## config.mk

```make
export PLATFORM = sky130hd
export DESIGN_NAME = mime_body_decoder
export DESIGN_NICKNAME = d
export VERILOG_FILES = /design/src/mbd_pkg.sv /design/src/mbd_decode.sv /design/src/mbd_outbuf.sv /design/src/mime_body_decoder.sv
export SDC_FILE = /design/constraint.sdc
export NUM_CORES = 1
export LEC_CHECK = 0
export BUFFER_PORTS_ARGS = -buffer_cell sky130_fd_sc_hd__buf_2
export CAP_MARGIN = 40
export CORE_MARGIN = 1.5
export CORE_UTILIZATION = 45
export CTS_CLUSTER_DIAMETER = 40
export CTS_CLUSTER_SIZE = 30
export DETAILED_ROUTE_END_ITERATION = 10
export PLACE_DENSITY_LB_ADDON = 0.08
export SYNTH_ARGS = -nofsm -noshare
export SYNTH_HDL_FRONTEND = slang
export SYNTH_SLANG_ARGS = --single-unit
```

## constraint.sdc

```tcl
create_clock -name aclk -period 8.6 [get_ports aclk]
set_input_delay 0 -clock aclk [delete_from_list [all_inputs] [get_ports aclk]]
set_output_delay 0 -clock aclk [all_outputs]
set_load 0.05 [all_outputs]
```

## src/mbd_pkg.sv

```systemverilog
`timescale 1ns / 1ps

package mbd_pkg;

    localparam int BYTE_W    = 8;
    localparam int MODE_W    = 2;
    localparam int MAX_OUT   = 3;
    localparam int CNT_W     = 2;
    localparam int SEXTET_W  = 6;
    localparam int SLOT_W    = 7;
    localparam int STORE_W   = 21;

    localparam logic [BYTE_W-1:0] CH_EQ         = 8'h3D;
    localparam logic [BYTE_W-1:0] CH_UNDERSCORE = 8'h5F;
    localparam logic [BYTE_W-1:0] CH_SPACE      = 8'h20;

    typedef enum logic [MODE_W-1:0] {
        MODE_PASS = 2'd0,
        MODE_QP   = 2'd1,
        MODE_Q    = 2'd2,
        MODE_B64  = 2'd3
    } mode_t;

    typedef enum logic [2:0] {
        ESC_IDLE  = 3'b001,
        ESC_EQ    = 3'b010,
        ESC_DIGIT = 3'b100
    } esc_t;

    typedef struct packed {
        logic [MAX_OUT-1:0][BYTE_W-1:0] bytes;
        logic [CNT_W-1:0]               count;
    } result_t;

    function automatic logic is_hex(input logic [BYTE_W-1:0] c);
        return (c >= 8'h30 && c <= 8'h39) || (c >= 8'h41 && c <= 8'h46) ||
               (c >= 8'h61 && c <= 8'h66);
    endfunction

    function automatic logic [3:0] hex_val(input logic [BYTE_W-1:0] c);
        logic [BYTE_W-1:0] v;
        v = 8'h00;
        if (c >= 8'h30 && c <= 8'h39) begin
            v = c - 8'h30;
        end else if (c >= 8'h41 && c <= 8'h46) begin
            v = c - 8'h37;
        end else if (c >= 8'h61 && c <= 8'h66) begin
            v = c - 8'h57;
        end
        return v[3:0];
    endfunction

    // bit 6 valid, bits 5:0 symbol value
    function automatic logic [SLOT_W-1:0] b64_slot(input logic [BYTE_W-1:0] c);
        logic [BYTE_W-1:0] v;
        logic              ok;
        v  = 8'h00;
        ok = 1'b1;
        if (c >= 8'h41 && c <= 8'h5A) begin
            v = c - 8'h41;
        end else if (c >= 8'h61 && c <= 8'h7A) begin
            v = c - 8'h47;
        end else if (c >= 8'h30 && c <= 8'h39) begin
            v = c + 8'h04;
        end else if (c == 8'h2B) begin
            v = 8'd62;
        end else if (c == 8'h2F) begin
            v = 8'd63;
        end else begin
            ok = 1'b0;
        end
        return {ok, v[SEXTET_W-1:0]};
    endfunction

endpackage

```

## src/mbd_decode.sv

```systemverilog
`timescale 1ns / 1ps

module mbd_decode (
    input  logic                          aclk,
    input  logic                          aresetn,
    input  logic                          cfg_wr_en,
    input  logic [mbd_pkg::MODE_W-1:0]    cfg_wr_data,
    input  logic                          in_fire,
    input  logic [mbd_pkg::BYTE_W-1:0]    text_byte,
    input  logic                          final_byte,
    output mbd_pkg::result_t              res
);
    import mbd_pkg::*;

    mode_t               mode_reg;
    esc_t                phase_reg, phase_next;
    logic [BYTE_W-1:0]   held_reg, held_next;
    logic [CNT_W-1:0]    gc_reg, gc_next;
    logic [STORE_W-1:0]  store_reg, store_next;

    logic [CNT_W-1:0]    cnt;
    logic                do_plain;
    logic [SLOT_W-1:0]   s;
    logic [SLOT_W-1:0]   xs, ys, zs;
    logic [23:0]         b64_sum;

    assign s  = b64_slot(text_byte);
    assign xs = store_reg[SLOT_W-1:0];
    assign ys = store_reg[2*SLOT_W-1:SLOT_W];
    assign zs = store_reg[3*SLOT_W-1:2*SLOT_W];

    // invalid third symbol counts as minus one in the sum
    assign b64_sum = {xs[SEXTET_W-1:0], ys[SEXTET_W-1:0], 12'h000} + 24'hFFFFC0
                   + {18'h00000, s[SEXTET_W-1:0]};

    always_comb begin
        phase_next = phase_reg;
        held_next  = held_reg;
        gc_next    = gc_reg;
        store_next = store_reg;
        res        = '0;
        cnt        = '0;
        do_plain   = 1'b0;

        unique case (mode_reg) inside
            MODE_PASS: begin
                res.bytes[cnt] = text_byte;
                cnt = cnt + 2'd1;
            end
            MODE_B64: begin
                if (gc_reg != 2'd3) begin
                    case (gc_reg)
                        2'd0:    store_next[SLOT_W-1:0]          = s;
                        2'd1:    store_next[2*SLOT_W-1:SLOT_W]   = s;
                        default: store_next[3*SLOT_W-1:2*SLOT_W] = s;
                    endcase
                    gc_next = gc_reg + 2'd1;
                end else begin
                    gc_next    = '0;
                    store_next = '0;
                    if (xs[SLOT_W-1] && ys[SLOT_W-1]) begin
                        if (!zs[SLOT_W-1] && !s[SLOT_W-1]) begin
                            res.bytes[0] = {xs[5:0], ys[5:4]};
                            cnt = 2'd1;
                        end else if (!s[SLOT_W-1]) begin
                            res.bytes[0] = {xs[5:0], ys[5:4]};
                            res.bytes[1] = {ys[3:0], zs[5:2]};
                            cnt = 2'd2;
                        end else if (zs[SLOT_W-1]) begin
                            res.bytes[0] = {xs[5:0], ys[5:4]};
                            res.bytes[1] = {ys[3:0], zs[5:2]};
                            res.bytes[2] = {zs[1:0], s[5:0]};
                            cnt = 2'd3;
                        end else begin
                            res.bytes[0] = b64_sum[23:16];
                            res.bytes[1] = b64_sum[15:8];
                            res.bytes[2] = b64_sum[7:0];
                            cnt = 2'd3;
                        end
                    end
                end
            end
            MODE_QP, MODE_Q: begin
                unique case (phase_reg)
                    ESC_EQ: begin
                        if (is_hex(text_byte)) begin
                            held_next  = text_byte;
                            phase_next = ESC_DIGIT;
                        end else begin
                            phase_next = ESC_IDLE;
                            do_plain   = 1'b1;
                        end
                    end
                    ESC_DIGIT: begin
                        phase_next = ESC_IDLE;
                        held_next  = '0;
                        if (is_hex(text_byte)) begin
                            res.bytes[cnt] = {hex_val(held_reg), hex_val(text_byte)};
                            cnt = cnt + 2'd1;
                        end else begin
                            res.bytes[cnt] = held_reg;
                            cnt = cnt + 2'd1;
                            do_plain = 1'b1;
                        end
                    end
                    default: begin
                        phase_next = ESC_IDLE;
                        do_plain   = 1'b1;
                    end
                endcase
                if (do_plain) begin
                    if (text_byte == CH_EQ) begin
                        phase_next = ESC_EQ;
                    end else if (mode_reg == MODE_Q && text_byte == CH_UNDERSCORE) begin
                        res.bytes[cnt] = CH_SPACE;
                        cnt = cnt + 2'd1;
                    end else begin
                        res.bytes[cnt] = text_byte;
                        cnt = cnt + 2'd1;
                    end
                end
            end
            default: begin
                cnt = '0;
            end
        endcase

        if (final_byte) begin
            if ((mode_reg == MODE_QP || mode_reg == MODE_Q) && phase_next == ESC_DIGIT) begin
                res.bytes[cnt] = held_next;
                cnt = cnt + 2'd1;
            end
            phase_next = ESC_IDLE;
            held_next  = '0;
            gc_next    = '0;
            store_next = '0;
        end
        res.count = cnt;
    end

    always_ff @(posedge aclk) begin
        if (!aresetn) begin
            mode_reg  <= MODE_PASS;
            phase_reg <= ESC_IDLE;
            held_reg  <= '0;
            gc_reg    <= '0;
            store_reg <= '0;
        end else begin
            if (cfg_wr_en) begin
                mode_reg <= mode_t'(cfg_wr_data);
            end
            if (in_fire) begin
                phase_reg <= phase_next;
                held_reg  <= held_next;
                gc_reg    <= gc_next;
                store_reg <= store_next;
            end
        end
    end

endmodule

```

## src/mbd_outbuf.sv

```systemverilog
`timescale 1ns / 1ps

module mbd_outbuf (
    input  logic                          aclk,
    input  logic                          aresetn,
    input  logic                          in_fire,
    input  mbd_pkg::result_t              res,
    output logic                          in_ready,
    output logic                          m_valid,
    input  logic                          m_ready,
    output logic [mbd_pkg::BYTE_W-1:0]    m_decoded_byte,
    output logic                          m_last_of_run
);
    import mbd_pkg::*;

    logic [MAX_OUT-1:0][BYTE_W-1:0] data_reg, data_next;
    logic [CNT_W-1:0]               cnt_reg, cnt_next;
    logic                           out_fire;

    assign m_valid        = (cnt_reg != '0);
    assign m_last_of_run  = (cnt_reg == 2'd1);
    assign m_decoded_byte = data_reg[0];
    assign out_fire       = m_valid && m_ready;
    // buffer is free once its last byte leaves this cycle
    assign in_ready       = (cnt_reg == '0) || (cnt_reg == 2'd1 && m_ready);

    always_comb begin
        data_next = data_reg;
        cnt_next  = cnt_reg;
        if (in_fire) begin
            data_next = res.bytes;
            cnt_next  = res.count;
        end else if (out_fire) begin
            data_next = {8'h00, data_reg[2], data_reg[1]};
            cnt_next  = cnt_reg - 2'd1;
        end
    end

    always_ff @(posedge aclk) begin
        data_reg <= data_next;
        if (!aresetn) begin
            cnt_reg <= '0;
        end else begin
            cnt_reg <= cnt_next;
        end
    end

endmodule

```

## src/mime_body_decoder.sv

```systemverilog
`timescale 1ns / 1ps

// channel   direction  handshake         payload
// s_        in         s_valid/s_ready   s_text_byte, s_final_byte
// m_        out        m_valid/m_ready   m_decoded_byte, m_last_of_run
// cfg_      in         cfg_wr_en         cfg_wr_data (mode)
//
// one input transfer per cycle while each byte yields at most one output byte
// and m_ready is high; a byte that completes a base64 group yields up to three,
// a broken escape two, and the output buffer drains one per cycle while m_ready
// is high, holding s_ready low until its last byte leaves.
// results are registered and appear in the cycle after the input transfer.
// synchronous active-low reset clears mode, escape and group state.

module mime_body_decoder (
    input  logic                          aclk,
    input  logic                          aresetn,
    input  logic                          cfg_wr_en,
    input  logic [mbd_pkg::MODE_W-1:0]    cfg_wr_data,
    input  logic                          s_valid,
    output logic                          s_ready,
    input  logic [mbd_pkg::BYTE_W-1:0]    s_text_byte,
    input  logic                          s_final_byte,
    output logic                          m_valid,
    input  logic                          m_ready,
    output logic [mbd_pkg::BYTE_W-1:0]    m_decoded_byte,
    output logic                          m_last_of_run
);
    import mbd_pkg::*;

    result_t res;
    logic    in_fire;

    assign in_fire = s_valid && s_ready;

    mbd_decode u_decode (
        .aclk        (aclk),
        .aresetn     (aresetn),
        .cfg_wr_en   (cfg_wr_en),
        .cfg_wr_data (cfg_wr_data),
        .in_fire     (in_fire),
        .text_byte   (s_text_byte),
        .final_byte  (s_final_byte),
        .res         (res)
    );

    mbd_outbuf u_outbuf (
        .aclk           (aclk),
        .aresetn        (aresetn),
        .in_fire        (in_fire),
        .res            (res),
        .in_ready       (s_ready),
        .m_valid        (m_valid),
        .m_ready        (m_ready),
        .m_decoded_byte (m_decoded_byte),
        .m_last_of_run  (m_last_of_run)
    );

endmodule

```

==> flow_summary.ini <==
[outcome]
outcome = finished clean

[routing]
drt-met1-wl_um = 6620
drtPass1Iterations = 5
routed_wl_um = 15300
avgRoutedWirePerCell_um = 21.4
wl_met3_um = 1150
highest_layer = met4
met2WireLength_um = 6990
drt-initial-drc-count = 493
drtAntennaViolNets = 0
dr_total_vias = 4590
routed_via_density = 6.45
drc = 0

[global_route]
first_global_vias = 4322
antenna_found_initial = 0
grt_overflow = 0
grtUsageTotal_pct = 28.2
grt_pass1_wl_um = 24200
grt_max_degree = 43

[clock_network]
cts_tree = built
cts.sinks = 62
htreeDepth = 3
clkLatencyLatePin_ns = 0.36
cts.path.max_buffers = 2
path_clk_slew_ns = 0.08
root_buffer = clkbuf_8
cts_resized = 0
cts_buffers = 9

[critical_path]
timing.critical_path.fanout_max = 14
worstSetupEndpointType = flip-flop
arrival_ns = 3.98
cp.required_ns = 8.71
start_kind = input pin
critical_path_class = in -> reg
r2r_slack_ns = 5.33

[power]
powerDensity_nw_per_um2 = 166
switchingPower_w = 0.000305
combinationalPowerShare_pct = 27.8
switching_share_pct = 35.7
ir_drop_v = 0.0000921
power_frac_clock_pct = 30.8
p_int_w = 0.000549
power.leakage_nw = 1.92
p_total_w = 0.000854
power_frac_seq_pct = 41.4

[die]
initial_core_util_pct = 46.3
io_pins = 27
rows = 37
die_h_um = 106
die_w_um = 106
die_area_um2 = 11200
core_um2 = 10300

[logic_synthesis]
synthCells = 566
synthSimpleGateAreaFrac_pct = 21.7
synth_nets = 607
synth_compound_area_share_pct = 28.6
muxShareOfSynthArea_pct = 3.84
ys_seq_elements = 62
synth_xor_area_share_pct = 2.02
yosysWarnings = 0
ys.flop_type = dfxtp_1
synth_fa_ha_area_share_pct = 6.57
ys_types = 77
yosysSeqAreaShare_pct = 31.1
synth_top_family_by_area = compound AO/OA/AOI/OAI gates
syn-cell-area_um2 = 4760
synth_edf_count = 24
avgSynthCellArea_um2 = 8.41
synthArstFlopShare_pct = 0

[sta]
setup_violations = 0
hold_violations = 0
worst_slew_pin_slew_ns = 0.890
relSlewSlack_pct = 39.1
report.final.slew_viol_count = 0
tns_ns = 0
min_period_over_period_pct = 45.0
rsz0062_at_grt = no
finClkSkew_ns = 0.0147
max_freq_mhz = 259
fin_crit_ns = 3.87

[final_layout]
layout_common_cells = nand2_1, dfxtp_1, nor2_1, o21ai_0, a21oi_1
stdcell_area_um2 = 5150
post-route-util_pct = 50.1
final_common_cell = nand2_1
insertedDiodeCount = 0
drive_above_1_share_pct = 12.0
nets = 612
syn_to_final_growth_pct = 8.15
largest_register_ffs = 21
fillCellCount = 1058

[hold_path]
min_path_type = in -> reg

[run]
maxCapViolCount = 0

[placed_design]
dp_hpwl_um = 11300
portBuffers = 26
postPlaceCellArea_um2 = 4910
gp_congestion = 0.935
[power groups by stage]
stage	Clock [W]	Combinational, W	Sequential (W)
6_report	0.000263	0.000237	0.000354
5_1_grt	0.000280	0.000255	0.000356
4_1_cts	0.000267	0.000234	0.000354
3_5_place_dp	0	0.000232	0.000360
3_3_place_gp	0	0.000224	0.000361
2_1_floorplan	0	0.000181	0.000357
[cell type report]
class	instances	area (um^2)	area share, %
repair buffers	34	220	4.28
well taps	136	170	3.31
multi-input cells	437	2980	58.0
clock buffers	10	128	2.48
flip-flops and latches	62	1480	28.8
clock inverters	6	61.3	1.19
inverters	27	101	1.97
[path summary, 6_finish.rpt]
check        cells after the start                         end                    from
max                             14        u_outbuf.data_reg[8]          s_text_byte[1]
min                              3  u_outbuf.m_decoded_byte[0]          s_text_byte[0]
max reg2reg                     10       u_outbuf.data_reg[11]    u_decode.mode_reg[1]
min reg2reg                      2      u_decode.store_reg[15]  u_decode.store_reg[15]
[routing by layer]
layer  track usage (%)  vias to the layer above
li1                  -                     2145
met1              37.0                     2184
met2              45.0                      219
met3              6.56                       42
met4              10.8                        0
met5                 0                        -
[stage by stage]
stage	cells	worst slack (ns)	hold WS (ns)
detailed placement	691	4.48	0.267
floorplan	566	5.23	0.169
global route	712	4.50	0.218
finish	712	4.73	0.203
global placement	690	4.71	0.259
CTS	711	4.84	0.192
[repair_timing]
action,in CTS,in global routing
hold endpoints to repair,2,0
hold buffers,4,0
buffers inserted,0,0
[synthesized netlist by cell type (8+ instances only)]
master	number	area share (%)
nand2_1	49	3.9
inv_1	27	2.1
nor2_1	37	2.9
nand3_1	29	3.1
buf_2	9	0.95
a31oi_1	20	2.6
dfxtp_1	38	16
a21oi_1	31	3.3
buf_4	8	1.3
o22ai_1	8	1.1
o21ai_0	34	3.6
nor2b_1	28	3.7
nor3_1	10	1.1
clkbuf_1	22	1.7
mux2i_1	16	3.4
edfxtp_1	24	15
a22oi_1	9	1.4
ha_1	25	6.6
[critical path, stage by stage]
cell	delay, ns
buf_2	0.21
inv_1	0.14
ha_1	0.24
nand2b_1	0.20
a2111oi_4	0.54
or3_1	0.51
a41oi_1	0.45
a31oi_1	0.39
ha_1	0.29
nand2_1	0.08
a311oi_2	0.42
or2_2	0.25
a21oi_1	0.05
o22a_1	0.19
[logic make-up after synthesis]
| group | Yosys count |
|---|---|
| xor+xnor | 11 |
| simple gates | 197 |
| mux | 18 |
| compound gates | 186 |
| buf+inv | 67 |
| flops | 62 |
| fa+ha+maj | 25 |
Power figures use the tool's default switching activity.
